### src/rtl/core/otp_pkg.sv
// ----------------------------------------------------------------------------
// OTP token generator package
// Shared types, constants, and AES and CRC helper functions.
// ----------------------------------------------------------------------------
package otp_pkg;

  localparam int unsigned CfgIdxW = 2;

  localparam logic [CfgIdxW-1:0] REG_KEY_LOW  = 2'd0;
  localparam logic [CfgIdxW-1:0] REG_KEY_HIGH = 2'd1;
  localparam logic [CfgIdxW-1:0] REG_PRIV_ID  = 2'd2;
  localparam logic [CfgIdxW-1:0] REG_BOOT_CNT = 2'd3;

  localparam logic [15:0] CRC_POLY  = 16'h8408;
  localparam logic [15:0] CRC_INIT  = 16'hFFFF;
  localparam logic [7:0]  CNT_LAST  = 8'd255;

  // Work item handed from the front end to the AES engine.
  typedef struct packed {
    logic         refused;
    logic [127:0] plaintext;
    logic [127:0] key;
  } otp_job_t;

  function automatic logic [7:0] sbox(input logic [7:0] x);
    logic [7:0] t [256];
    t = '{
      8'h63,8'h7c,8'h77,8'h7b,8'hf2,8'h6b,8'h6f,8'hc5,8'h30,8'h01,8'h67,8'h2b,8'hfe,8'hd7,8'hab,8'h76,
      8'hca,8'h82,8'hc9,8'h7d,8'hfa,8'h59,8'h47,8'hf0,8'had,8'hd4,8'ha2,8'haf,8'h9c,8'ha4,8'h72,8'hc0,
      8'hb7,8'hfd,8'h93,8'h26,8'h36,8'h3f,8'hf7,8'hcc,8'h34,8'ha5,8'he5,8'hf1,8'h71,8'hd8,8'h31,8'h15,
      8'h04,8'hc7,8'h23,8'hc3,8'h18,8'h96,8'h05,8'h9a,8'h07,8'h12,8'h80,8'he2,8'heb,8'h27,8'hb2,8'h75,
      8'h09,8'h83,8'h2c,8'h1a,8'h1b,8'h6e,8'h5a,8'ha0,8'h52,8'h3b,8'hd6,8'hb3,8'h29,8'he3,8'h2f,8'h84,
      8'h53,8'hd1,8'h00,8'hed,8'h20,8'hfc,8'hb1,8'h5b,8'h6a,8'hcb,8'hbe,8'h39,8'h4a,8'h4c,8'h58,8'hcf,
      8'hd0,8'hef,8'haa,8'hfb,8'h43,8'h4d,8'h33,8'h85,8'h45,8'hf9,8'h02,8'h7f,8'h50,8'h3c,8'h9f,8'ha8,
      8'h51,8'ha3,8'h40,8'h8f,8'h92,8'h9d,8'h38,8'hf5,8'hbc,8'hb6,8'hda,8'h21,8'h10,8'hff,8'hf3,8'hd2,
      8'hcd,8'h0c,8'h13,8'hec,8'h5f,8'h97,8'h44,8'h17,8'hc4,8'ha7,8'h7e,8'h3d,8'h64,8'h5d,8'h19,8'h73,
      8'h60,8'h81,8'h4f,8'hdc,8'h22,8'h2a,8'h90,8'h88,8'h46,8'hee,8'hb8,8'h14,8'hde,8'h5e,8'h0b,8'hdb,
      8'he0,8'h32,8'h3a,8'h0a,8'h49,8'h06,8'h24,8'h5c,8'hc2,8'hd3,8'hac,8'h62,8'h91,8'h95,8'he4,8'h79,
      8'he7,8'hc8,8'h37,8'h6d,8'h8d,8'hd5,8'h4e,8'ha9,8'h6c,8'h56,8'hf4,8'hea,8'h65,8'h7a,8'hae,8'h08,
      8'hba,8'h78,8'h25,8'h2e,8'h1c,8'ha6,8'hb4,8'hc6,8'he8,8'hdd,8'h74,8'h1f,8'h4b,8'hbd,8'h8b,8'h8a,
      8'h70,8'h3e,8'hb5,8'h66,8'h48,8'h03,8'hf6,8'h0e,8'h61,8'h35,8'h57,8'hb9,8'h86,8'hc1,8'h1d,8'h9e,
      8'he1,8'hf8,8'h98,8'h11,8'h69,8'hd9,8'h8e,8'h94,8'h9b,8'h1e,8'h87,8'he9,8'hce,8'h55,8'h28,8'hdf,
      8'h8c,8'ha1,8'h89,8'h0d,8'hbf,8'he6,8'h42,8'h68,8'h41,8'h99,8'h2d,8'h0f,8'hb0,8'h54,8'hbb,8'h16
    };
    return t[x];
  endfunction

  function automatic logic [7:0] gmul2(input logic [7:0] b);
    return {b[6:0], 1'b0} ^ (b[7] ? 8'h1b : 8'h00);
  endfunction

  // One CRC byte step: eight shifts of the reflected polynomial.
  function automatic logic [15:0] crc_byte(input logic [15:0] crc, input logic [7:0] d);
    logic [15:0] c;
    c = crc ^ {8'h00, d};
    for (int j = 0; j < 8; j++) begin
      c = c[0] ? ((c >> 1) ^ CRC_POLY) : (c >> 1);
    end
    return c;
  endfunction

endpackage

### src/rtl/core/otp_queue.sv
// ----------------------------------------------------------------------------
// OTP job queue
// Two-entry queue between the front end and the AES engine.
// ----------------------------------------------------------------------------
module otp_queue (
  input  logic              clk,
  input  logic              rst,
  input  logic              in_valid,
  output logic              in_ready,
  input  otp_pkg::otp_job_t in_job,
  output logic              out_valid,
  input  logic              out_ready,
  output otp_pkg::otp_job_t out_job
);

  otp_pkg::otp_job_t mem [2];
  logic       wr_ptr;
  logic       rd_ptr;
  logic [1:0] count;
  logic       push;
  logic       pop;

  assign in_ready  = (count != 2'd2);
  assign out_valid = (count != 2'd0);
  assign out_job   = mem[rd_ptr];
  assign push      = in_valid && in_ready;
  assign pop       = out_valid && out_ready;

  // Pointers and fill count.
  always_ff @(posedge clk) begin
    if (rst) begin
      wr_ptr <= 1'b0;
      rd_ptr <= 1'b0;
      count  <= '0;
    end else begin
      if (push) wr_ptr <= ~wr_ptr;
      if (pop)  rd_ptr <= ~rd_ptr;
      count <= count + {1'b0, push} - {1'b0, pop};
    end
    if (push) mem[wr_ptr] <= in_job;
  end

  assert property (@(posedge clk) disable iff (rst) count <= 2'd2)
    else $error("queue overfilled");
  assert property (@(posedge clk) disable iff (rst)
    push && !pop |=> count == $past(count) + 2'd1)
    else $error("queue count wrong");
  assert property (@(posedge clk) disable iff (rst)
    (count == 2'd0) |-> (wr_ptr == rd_ptr))
    else $error("queue pointers diverged");

endmodule

### config.mk
export PLATFORM = sky130hd
export DESIGN_NAME = otp_queue
export DESIGN_NICKNAME = d
export VERILOG_FILES = /design/src/rtl/core/otp_pkg.sv /design/src/rtl/core/otp_queue.sv
export SDC_FILE = /design/constraint.sdc
export NUM_CORES = 1
export LEC_CHECK = 0
export BUFFER_PORTS_ARGS = -buffer_cell sky130_fd_sc_hd__buf_4
export CORE_AREA = 2 2 200 202
export DETAILED_ROUTE_END_ITERATION = 10
export DIE_AREA = 0 0 202 204
export PLACE_DENSITY_LB_ADDON = 0.3
export SLEW_MARGIN = 20
export SYNTH_ARGS = -nofsm -noshare
export SYNTH_HDL_FRONTEND = slang
export SYNTH_SLANG_ARGS = --single-unit
### constraint.sdc
create_clock -name clk -period 49.8 [get_ports clk]
set_input_delay 14.94 -clock clk [delete_from_list [all_inputs] [get_ports clk]]
set_output_delay 14.94 -clock clk [all_outputs]
set_load 0.005 [all_outputs]
# Yosys cells after proc, flatten, opt, wreduce, memory -nomap -nowiden
# Memory sizes are Yosys's and may differ from the RTL's. A register that Yosys moved wholly into a read port is not among the register bits.
# Cells that the tools add are included.
[classes] add_sub_neg=2 n_mux=4 eq_ne=1 n_reduce_logical=3 n_bitwise=2
[ops] op="$mux W1" n=4
[ops] op="$add A2 B1 Y2" n=1
[ops] op="$logic_and A1 B1 Y1" n=2
[ops] op="$ne A2 B2 Y1 const B" n=1
[ops] op="$not A1 Y1" n=2
[ops] op="$reduce_bool A2 Y1" n=1
[ops] op="$sub A2 B1 Y2" n=1
[totals] wordCells=16 mem_count=1 ram_bits=514 reg_bits=4 out_inout_bits=259
[mem_list] name="mem" depth=2 word_bits=257 rd=1 rd_clocked_by_memory_dff=1 wr=1 line="otp_queue.sv:16" rtl="otp_pkg::otp_job_t mem [2];"

# Longest topological paths before layout
[depth] ltp_word=4 ltp_mapped=8 ltp_nobuf=8

# Worst setup path before layout
# OpenSTA, ideal clock, no wires.
[synth_path] path_type="in2reg" start="input in_valid" end="memory mem[0][0] in the netlist's numbering (enable)" required_ns=48.921 path_slack_ns=23.251 path_stages=2 arrival_time_ns=25.669 cell_sequence="nand2_1 nor2_1"
[synth_between] elab_chain_cells=3
[synth_rtl] element="start: declaration" line="otp_queue.sv:8" rtl="input logic in_valid,"
[synth_rtl] element="$logic_and A1 B1 Y1" line="otp_queue.sv:26" rtl="assign push = in_valid && in_ready;"
[synth_rtl] element="$mux W1" line="otp_queue.sv:40" rtl="if (push) mem[wr_ptr] <= in_job;"
[synth_rtl] element="$mux W1 (not written as such)" line="otp_queue.sv:40"
[synth_rtl] element="end: declaration" line="otp_queue.sv:16"
# No other way between the ends.

==> run metrics <==
Initial DRT Pass Iterations 6; Yosys cell types 19; multi-input logic area 3890 sq um; Syn Nets 1087; Clock transition at path regs 0.06 ns; fin area 25800 sq um; met2 Use GR 0.324; met1 Usage GRT 0.223; clk sink count 519; worst slew pin tran 1.11 ns; reg2reg start count[0]; Hold Violations, Final 0; status completed; Die ar. 41200 sq um; CP endpoint kind primary output; register area 15500 sq um; Tmin final 18.56 ns; P per Cell Area 49.8 nW/um^2; WL final 42000 um; Reg power frac 0.440; final max-slew violation count 0; Core Region 39200 sq um; first-pass GRT wire length 60300 um; Hold Startpoint rd_ptr; GRT overflow 0; initial antenna violation count 6; dpl cells 1849; Critical Path AT 3.62 ns; DR WL/cell 21.6 um; switching pwr 310 uW; Setup Total Neg Slack 0 ns; via count 9742; Leak 0.0100 uW; DR vias/cell 5.01; post-synthesis register bit count 519; I/O pins 520; max cap viols 0; postcts setup bufs 0; Mapped Area 19800 sq um; CTS tree yes; Starting Density 0.505; final setup violation count 0; worst setup path class reg -> out; clock power share 0.301; post-cts hold buffer count 0; clk root buf clkbuf_16; YS warnings 0; Layout Nets 1642; Clock Latency Late Sink 0.58 ns; # port buffers 519; CTS resizes 0; Final Non-Filler Cells 1946; Max clock buf depth 3; total power 1290 uW; Power Internal 978 uW; switching part of the total 0.240; fin crit share 0.373; Post-Route Skew 0.0217 ns; row cnt 73; Num CTS Buffers 51; RSZ-0062 raised after global routing no; CP Max Fanout 56; Die Y 204 um; Final HPWL DP 28500 um; combinational share of power 0.258; Max H-tree Level 2; hold crit path type reg -> reg; synthesized instance count 824; sequential-to-total area share from yosys stat 0.785; Placer Congestion 0.788; peak supply drop 0.0571 mV; ANT nets after route 0; Highest Clock Rate 53.9 MHz; Die X 202 um; largest net degree at the start of global routing 123; Avg Inst Size Synth 24.0 sq um; ratio of cells with drive above 1 in the final layout 0.610; DRC Markers 0; final core occ 0.660; Placement Cell Area 24100 sq um; initial drt markers 534; startpoint types flop; Area growth, synth to finish 30.6%; vias in the first global route 10.1k; filler cell count 2611; Critical Path RT 34.86 ns; met3 Track Usage GR 0.0906; Most Used Layer, Global Route met2; slew margin rel. 0.258; GRT Util Overall 0.198
==> path summary, 6_finish.rpt <==
check | endpoint | slack (ns) | cells past startpoint
setup reg to reg | mem[1][174] | 46.34 | 4
hold reg to reg | flop | 0.52 | 2
setup / recovery | out_job[8] | 31.24 | 4
hold / removal | flop | 0.52 | 2
==> power groups by stage <==
stage	Combinational (uW)	Sequential, uW	Clock, uW
4_1_cts	335	568	398
3_5_place_dp	334	577	0
3_3_place_gp	331	574	0
6_report	333	567	388
2_1_floorplan	197	591	0
5_1_grt	353	572	416
==> through the flow <==
stage | worst slack, ns | hold WS [ns]
2_1_floorplan | 23.25 | 0.481
6_report | 31.24 | 0.524
3_5_place_dp | 31.80 | 0.510
5_1_grt | 31.03 | 0.569
4_1_cts | 31.15 | 0.531
3_3_place_gp | 31.83 | 0.495
==> placed cells by master (no fill, tap or decap), types with 3 or more instances in the layout <==
cell type,instances
buf_4,528
bufinv_16,8
clkbuf_1,10
clkbuf_16,53
clkinv_1,9
clkinv_2,7
clkinvlp_4,3
dfxtp_1,4
diode_2,4
edfxtp_1,514
mux2_2,28
mux2_4,230
nor2_1,4
==> final cells by class <==
cell class,count,share of cell area
multi-input combinational,275,0.151
clock buffer,63,0.0528
timing repair buffer,531,0.156
inverter,1,0.000145
tap,525,0.0254
clock inverter,28,0.0132
antenna,4,0.000387
sequential,519,0.601
==> state kept, by name, indices dropped and copies added (netlist names), named ones only <==
register,flops
wr_ptr,1
count,2
rd_ptr,1
mem,514
==> worst max-delay path: stages, from the launching register on <==
cell and delay (ns):
dfxtp_4 0.67, buf_4 0.84, buf_4 0.89, mux2_2 0.43, buf_4 0.14
==> cells by family after synthesis <==
logic type	synth area share
and+or+nand+nor	0.00272
buffers and inverters	0.0186
AOI/OAI and AO/OA	0.000380
DFF	0.785
muxes	0.190
xor gates and xnor gates	0.00133
adders and majority gates	0.00126
==> cell usage after synthesis <==
cell / count / share of area
o21a_1: 1 / 0.00038
ha_1: 2 / 0.0013
nor2_1: 5 / 0.00095
mux2_4: 230 / 0.17
inv_1: 1 / 0.00019
and3_1: 1 / 0.00032
xnor2_1: 2 / 0.00089
or2_2: 1 / 0.00032
nand2b_1: 1 / 0.00032
buf_8: 11 / 0.0083
buf_12: 1 / 0.0010
nand2_1: 1 / 0.00019
dfxtp_1: 5 / 0.0051
mux2_2: 28 / 0.016
edfxtp_1: 514 / 0.78
nor2b_1: 2 / 0.00063
xor2_1: 1 / 0.00044
buf_2: 2 / 0.00051
buf_6: 15 / 0.0085
==> metal layers <==
| metal | up-vias | wire (um) |
|---|---|---|
| met2 | 421 | 20800 |
| met1 | 4826 | 15300 |
| met5 | - | 33 |
| met3 | 86 | 4310 |
| met4 | 4 | 1600 |
| li1 | 4405 | - |
No activity file was read; power rests on OpenSTA's default activity.
