==> config.mk <==
export PLATFORM = sky130hd
export DESIGN_NAME = otp_front
export DESIGN_NICKNAME = d
export VERILOG_FILES = /design/src/rtl/core/otp_pkg.sv /design/src/rtl/core/otp_front.sv
export SDC_FILE = /design/constraint.sdc
export NUM_CORES = 1
export LEC_CHECK = 0
export BUFFER_PORTS_ARGS = -buffer_cell sky130_fd_sc_hd__buf_2
export CAP_MARGIN = 40
export CORE_AREA = 2 2 183 185
export CTS_CLUSTER_DIAMETER = 50
export DETAILED_ROUTE_END_ITERATION = 12
export DIE_AREA = 0 0 185 187
export PLACE_DENSITY = 0.71
export SLEW_MARGIN = 10
export SYNTH_ARGS = -nofsm -noshare
export SYNTH_HDL_FRONTEND = slang
export SYNTH_SLANG_ARGS = --single-unit
==> constraint.sdc <==
create_clock -name clk -period 9.2 [get_ports clk]
set_clock_uncertainty 0.05 [all_clocks]
set_input_delay 2.76 -clock clk [delete_from_list [all_inputs] [get_ports clk]]
set_output_delay 2.76 -clock clk [all_outputs]
set_load 0.02 [all_outputs]
==> src/rtl/core/otp_pkg.sv <==
// ----------------------------------------------------------------------------
// OTP token generator package
// Shared types, constants, and AES and CRC helper functions.
// ----------------------------------------------------------------------------
package otp_pkg;

  localparam int unsigned CfgIdxW = 2;

  localparam logic [CfgIdxW-1:0] REG_KEY_LOW  = 2'd0;
  localparam logic [CfgIdxW-1:0] REG_KEY_HIGH = 2'd1;
  localparam logic [CfgIdxW-1:0] REG_PRIV_ID  = 2'd2;
  localparam logic [CfgIdxW-1:0] REG_BOOT_CNT = 2'd3;

  localparam logic [15:0] CRC_POLY  = 16'h8408;
  localparam logic [15:0] CRC_INIT  = 16'hFFFF;
  localparam logic [7:0]  CNT_LAST  = 8'd255;

  // Work item handed from the front end to the AES engine.
  typedef struct packed {
    logic         refused;
    logic [127:0] plaintext;
    logic [127:0] key;
  } otp_job_t;

  function automatic logic [7:0] sbox(input logic [7:0] x);
    logic [7:0] t [256];
    t = '{
      8'h63,8'h7c,8'h77,8'h7b,8'hf2,8'h6b,8'h6f,8'hc5,8'h30,8'h01,8'h67,8'h2b,8'hfe,8'hd7,8'hab,8'h76,
      8'hca,8'h82,8'hc9,8'h7d,8'hfa,8'h59,8'h47,8'hf0,8'had,8'hd4,8'ha2,8'haf,8'h9c,8'ha4,8'h72,8'hc0,
      8'hb7,8'hfd,8'h93,8'h26,8'h36,8'h3f,8'hf7,8'hcc,8'h34,8'ha5,8'he5,8'hf1,8'h71,8'hd8,8'h31,8'h15,
      8'h04,8'hc7,8'h23,8'hc3,8'h18,8'h96,8'h05,8'h9a,8'h07,8'h12,8'h80,8'he2,8'heb,8'h27,8'hb2,8'h75,
      8'h09,8'h83,8'h2c,8'h1a,8'h1b,8'h6e,8'h5a,8'ha0,8'h52,8'h3b,8'hd6,8'hb3,8'h29,8'he3,8'h2f,8'h84,
      8'h53,8'hd1,8'h00,8'hed,8'h20,8'hfc,8'hb1,8'h5b,8'h6a,8'hcb,8'hbe,8'h39,8'h4a,8'h4c,8'h58,8'hcf,
      8'hd0,8'hef,8'haa,8'hfb,8'h43,8'h4d,8'h33,8'h85,8'h45,8'hf9,8'h02,8'h7f,8'h50,8'h3c,8'h9f,8'ha8,
      8'h51,8'ha3,8'h40,8'h8f,8'h92,8'h9d,8'h38,8'hf5,8'hbc,8'hb6,8'hda,8'h21,8'h10,8'hff,8'hf3,8'hd2,
      8'hcd,8'h0c,8'h13,8'hec,8'h5f,8'h97,8'h44,8'h17,8'hc4,8'ha7,8'h7e,8'h3d,8'h64,8'h5d,8'h19,8'h73,
      8'h60,8'h81,8'h4f,8'hdc,8'h22,8'h2a,8'h90,8'h88,8'h46,8'hee,8'hb8,8'h14,8'hde,8'h5e,8'h0b,8'hdb,
      8'he0,8'h32,8'h3a,8'h0a,8'h49,8'h06,8'h24,8'h5c,8'hc2,8'hd3,8'hac,8'h62,8'h91,8'h95,8'he4,8'h79,
      8'he7,8'hc8,8'h37,8'h6d,8'h8d,8'hd5,8'h4e,8'ha9,8'h6c,8'h56,8'hf4,8'hea,8'h65,8'h7a,8'hae,8'h08,
      8'hba,8'h78,8'h25,8'h2e,8'h1c,8'ha6,8'hb4,8'hc6,8'he8,8'hdd,8'h74,8'h1f,8'h4b,8'hbd,8'h8b,8'h8a,
      8'h70,8'h3e,8'hb5,8'h66,8'h48,8'h03,8'hf6,8'h0e,8'h61,8'h35,8'h57,8'hb9,8'h86,8'hc1,8'h1d,8'h9e,
      8'he1,8'hf8,8'h98,8'h11,8'h69,8'hd9,8'h8e,8'h94,8'h9b,8'h1e,8'h87,8'he9,8'hce,8'h55,8'h28,8'hdf,
      8'h8c,8'ha1,8'h89,8'h0d,8'hbf,8'he6,8'h42,8'h68,8'h41,8'h99,8'h2d,8'h0f,8'hb0,8'h54,8'hbb,8'h16
    };
    return t[x];
  endfunction

  function automatic logic [7:0] gmul2(input logic [7:0] b);
    return {b[6:0], 1'b0} ^ (b[7] ? 8'h1b : 8'h00);
  endfunction

  // One CRC byte step: eight shifts of the reflected polynomial.
  function automatic logic [15:0] crc_byte(input logic [15:0] crc, input logic [7:0] d);
    logic [15:0] c;
    c = crc ^ {8'h00, d};
    for (int j = 0; j < 8; j++) begin
      c = c[0] ? ((c >> 1) ^ CRC_POLY) : (c >> 1);
    end
    return c;
  endfunction

endpackage

==> src/rtl/core/otp_front.sv <==
// ----------------------------------------------------------------------------
// OTP front end
// Accepts requests, builds the plaintext with its check bytes, with the CRC
// split around a stage register, and pushes a job into the queue.
// ----------------------------------------------------------------------------
module otp_front (
  input  logic              clk,
  input  logic              rst,
  input  logic              req_valid,
  output logic              req_ready,
  input  logic [15:0]       random_pair,
  input  logic [127:0]      key,
  input  logic [47:0]       device_id,
  input  logic [15:0]       boot_number,
  output logic              job_valid,
  input  logic              job_ready,
  output otp_pkg::otp_job_t job
);

  logic [7:0]   token_counter;
  logic         s1_valid;
  logic         s1_refused;
  logic [111:0] s1_bytes;
  logic [15:0]  s1_crc;
  logic [127:0] s1_key;
  logic [15:0]  crc_mid;
  logic [111:0] bytes_in;
  logic [15:0]  crc_full;

  assign req_ready = !s1_valid || job_ready;
  assign job_valid = s1_valid;

  // First 14 plaintext bytes.
  assign bytes_in = {random_pair, token_counter, 16'h0000, token_counter,
                     boot_number, device_id};

  // First half of the CRC: seven bytes per cycle.
  always_comb begin
    crc_mid = otp_pkg::CRC_INIT;
    for (int i = 0; i < 7; i++) begin
      crc_mid = otp_pkg::crc_byte(crc_mid, bytes_in[8*i +: 8]);
    end
  end

  // Second half of the CRC in the stage register cycle.
  always_comb begin
    crc_full = s1_crc;
    for (int i = 7; i < 14; i++) begin
      crc_full = otp_pkg::crc_byte(crc_full, s1_bytes[8*i +: 8]);
    end
  end

  assign job.refused   = s1_refused;
  assign job.plaintext = {~crc_full, s1_bytes};
  assign job.key       = s1_key;

  // Stage register and token counter.
  always_ff @(posedge clk) begin
    if (rst) begin
      s1_valid      <= 1'b0;
      token_counter <= '0;
    end else begin
      if (req_valid && req_ready) begin
        s1_valid <= 1'b1;
        if (token_counter != otp_pkg::CNT_LAST) begin
          token_counter <= token_counter + 8'd1;
        end
      end else if (job_ready) begin
        s1_valid <= 1'b0;
      end
    end
    if (req_valid && req_ready) begin
      s1_refused <= (token_counter == otp_pkg::CNT_LAST);
      s1_bytes   <= bytes_in;
      s1_crc     <= crc_mid;
      s1_key     <= key;
    end
  end

  // The counter never wraps back to zero.
  assert property (@(posedge clk) disable iff (rst)
    $past(token_counter) == otp_pkg::CNT_LAST |-> token_counter == otp_pkg::CNT_LAST)
    else $error("token counter wrapped");
  assert property (@(posedge clk) disable iff (rst)
    s1_valid && !job_ready |=> s1_valid && $stable(s1_bytes))
    else $error("stage lost a job");
  assert property (@(posedge clk) disable iff (rst)
    req_valid && req_ready && token_counter != otp_pkg::CNT_LAST
    |=> token_counter == $past(token_counter) + 8'd1)
    else $error("counter did not advance");

endmodule

Word level (Yosys, flattened, before mapping):

Index checks and enable logic that the tools add are counted.

* flip-flop bits (word level): 250
* bits of input ports: 212

* multiplexer cells: 114
* add/subtract/negate cells: 1
* reductions and logical operators: 5
* bitwise logic cells: 125
* eq/ne operators: 2

Operators by type and width (count)
* $mux W16: 111
* $not A2 Y3: 112
* $xor A16 B8 Y16: 11
* $not A16 Y16: 1
* $not A8 Y16: 1
* $mux W11: 1
* $add A8 B1 Y8 const B: 1
* $eq A8 B8 Y1 const B: 1
* $ne A8 B8 Y1 const B: 1
* $mux W1: 2
* $reduce_and A2 Y1: 1
* $reduce_bool A2 Y1: 1
* $logic_and A1 B1 Y1: 1
* $logic_not A1 Y1: 1
* $logic_or A1 B1 Y1: 1

Logic depth before layout (Yosys ltp):

* depth after elaboration: 119
* mapped depth: 8

Least setup slack after synthesis:

OpenSTA, ideal clock, no wires.

* path type: input-to-reg
* start: input port job_ready
* end: register s1_bytes[0] (enable)
* buffers on the path: 0
* library setup time: 584 ps
* slack: 927 ps
* arrival: 7639 ps
* data required time: 8566 ps
* stages on the path: 3
* cells stage by stage: nand2b_1 -> nand2_1 -> inv_1

* cells in the longest elaborated chain, start to end: 2

Ends and longest elaborated chain
* from (decl): RTL line otp_front.sv:16 `input logic job_ready,`
* $logic_or A1 B1 Y1: RTL line otp_front.sv:30 `assign req_ready = !s1_valid || job_ready;`
* $logic_and A1 B1 Y1: RTL line otp_front.sv:72 `if (req_valid && req_ready) begin`
* to (signal assigned): RTL line otp_front.sv:74 `s1_bytes <= bytes_in;`
* to (decl): RTL line otp_front.sv:23 `logic [111:0] s1_bytes;`

Every way passes these cells.
A chain may end at the register's enable or synchronous reset.

==> metrics.md <==
| Metric | Value |
|---|---|
| Status | `finished clean` |
| Height of the die | `187 um` |
| Worst-Margin Slew | `approximately 730 ps` |
| Total gr overflow | `0` |
| Largest net degree at the start of global routing | `81` |
| Worst Path Required | `between 6000 and 7000 ps` |
| DP HPWL | `23.7 mm` |
| Via count | `roughly 6700` |
| Final Max Slew Viols | `0` |
| First-pass GRT wire length | `43.0 mm` |
| Top-level port count | `471` |
| PortBufs | `454` |
| TritonCTS Sinks | `242` |
| Average routed wire per standard cell | `19.3 um` |
| Max-cap violation count | `0` |
| Gpl congestion | `roughly 0.82` |
| Final min period | `6880 ps` |
| Critical path class | `reg -> out` |
| Num CTS Buffers | `34` |
| Via density per instance | `4.30` |
| Post-synth top flop | `edfxtp_1` |
| CTS clk-pin slew, worst paths | `60 ps` |
| H-Tree Depth | `2` |
| GRT Overall Usage | `0.170` |
| Post-DRT Antenna Nets | `0` |
| Setup Total Neg Slack | `0 ps` |
| Clk root buf | `clkbuf_16` |
| Period utilization | `0.748` |
| Syn Inst Count | `595` |
| Chip width | `~190 um` |
| Worst rel slew slack | `0.511` |
| YS warnings | `0` |
| Synth cell types | `30` |
| Syn-to-layout area delta | `33.8%` |
| Endpoints failing setup | `0` |
| Initial antenna violation count | `7` |
| NumNets Final | `approximately 1300` |
| Row cnt | `67` |
| Post-CTS Setup Repair Bufs | `0` |
| Synthesized area | `0.0115 mm^2` |
| CTS tree | `built` |
| Max Buffers Root-to-Sink | `3` |
| Mean Syn Cell Area | `19.3 um^2` |
| Skew-Pair Late Insertion Delay | `approximately 500 ps` |
| Hold Startpoint | `token_counter[6]$_SDFFE_PP0P_` |
| Async set or reset register ratio after synthesis | `0` |
| Yosys reg bits | `roughly 240` |
| Worst Path Arrival | `~4000 ps` |
| Post_cts resized | `0` |
| Hold Buf Count CTS | `0` |
| HP Class | `reg -> reg` |
| Number of enable flip-flop cells after synthesis | `between 200 and 250` |
| Worst Hold Margin | `441 ps` |
| WHS Path Cells | `0` |
| DRC violations left | `0` |
| Hold Fails Final Rpt | `0` |
| Layout cells sized above 1 | `0.486` |
| Launch point of the critical path | `s1_bytes[61]$_DFFE_PP_` |
| # fillers | `2909` |
| Fmax | `about 150 MHz` |
| Total die area | `~0.035 mm^2` |
| Initial core utilization | `0.349` |
| Routed wire length | `29.8 mm` |
| Critical Path Source Type | `register` |
| Unrepaired setup endpoints after global routing | `false` |
| Core Box Area | `0.0329 mm^2` |
| Worst Setup End Kind | `primary output` |
| Vias in the first global route | `7069` |
| Drt pass-1 iters | `4` |
| Post-synthesis sequential area ratio | `0.626` |
| Cells on worst reg2reg path | `5` |
| Initial DRC Count | `around 340` |
| Reg2Reg Launch Point | `job_valid$_SDFFE_PP0P_` |
| Crit Path Max Fanout | `5` |
state kept, by name, indices dropped and copies added, names as in the netlist:
name / cells
s1_refused: 1
s1_key: 128
s1_crc: 16
s1_bytes: 88
job_valid: 1
token_counter: 8
final timing paths:
path | slack, ps | endpoint
max | 2320 | job[250]
min | 440 | s1_bytes[94]$_DFFE_PP_
max reg2reg | 7060 | s1_key[50]$_DFFE_PP_
min reg2reg | 440 | s1_bytes[94]$_DFFE_PP_
layout make-up:
| class | instances | area (um^2) | area share |
|---|---|---|---|
| Sequential cell | 242 | 7180 | 0.468 |
| Multi-Input combinational cell | 334 | 4110 | 0.268 |
| Timing Repair Buffer | 458 | 2340 | 0.153 |
| Clock buffer | 38 | 887 | 0.0579 |
| Tap cell | 448 | 561 | 0.0366 |
| Clock inverter | 22 | 218 | 0.0142 |
| Inverter | 4 | 22.5 | 0.00147 |
| Antenna cell | 4 | 10.0 | 0.000653 |
layout by cell type (no fill, tap or decap), types with 3 or more instances in the layout:
master,instances
xor3_2,3
xnor3_2,8
nand4_1,3
dfxtp_1,9
buf_2,454
clkinv_4,3
nand2_1,4
diode_2,4
clkinv_2,5
clkbuf_1,3
inv_6,5
edfxtp_1,233
o21ai_0,3
nor2_1,8
xor3_1,14
clkbuf_16,35
inv_1,3
a21oi_1,3
clkinv_1,3
xnor2_1,138
conb_1,16
xnor3_1,65
xor2_1,50
xnor2_2,7
per-layer routing:
layer | vias up | wire length (um) | track usage
li1 | 3089 | - | -
met1 | 3228 | 11200 | 0.192
met2 | 290 | 15200 | 0.300
met3 | 58 | 2510 | 0.0543
met4 | 2 | 879 | 0.0638
met5 | - | 13 | 0
through the flow:
stage / instances / utilization / setup slack [ps] / cell area, um^2
finish: 1550 / 0.466 / 2320 / 15300
global route: 1550 / 0.466 / 2130 / 15300
CTS: 1546 / 0.466 / 2260 / 15300
detailed placement: 1486 / 0.433 / 2850 / 14200
global placement: 1484 / 0.431 / 2850 / 14200
floorplan: 610 / - / 927 / 11500
cell families (layout without fill, tap and decap cells):
kind of cell,after synthesis,in the layout,share of synthesized area
adders and majority gates,1,1,0.00109
and+or+nand+nor,22,22,0.00917
muxes,1,1,0.000874
AOI/OAI and AO/OA,6,6,0.00262
other,1,20,0.000327
buffers and inverters,34,522,0.0198
DFF,242,242,0.626
xor gates and xnor gates,288,288,0.340
critical path, cell delays in order (launching register included):
cell and delay (ps):
edfxtp_1 400, xnor2_1 620, xnor3_2 410, xnor3_2 450
xnor3_2 430, xnor3_1 400, xnor3_2 460, xnor2_1 180
buf_2 200
Yosys cell counts, types with 2 or more instances:
master    number  share of area
xnor2_1      138           0.11
a21oi_1        3         0.0013
xnor2_2        7         0.0099
buf_2          3         0.0013
edfxtp_1     233           0.61
xor3_2         3         0.0066
dfxtp_1        9          0.016
xor2_1        50          0.038
xnor3_1       65           0.13
nand2_1        4         0.0013
o21ai_0        3         0.0013
xor3_1        14          0.029
nand4_1        3         0.0016
buf_4         25          0.016
nand3_1        2        0.00087
inv_1          4         0.0013
or3_1          2         0.0011
nor2_1         8         0.0026
xnor3_2        8          0.017
Power is left out: the tool's default activity adds up to more than one toggle a clock period on the data nets, which glitch-free logic cannot reach.
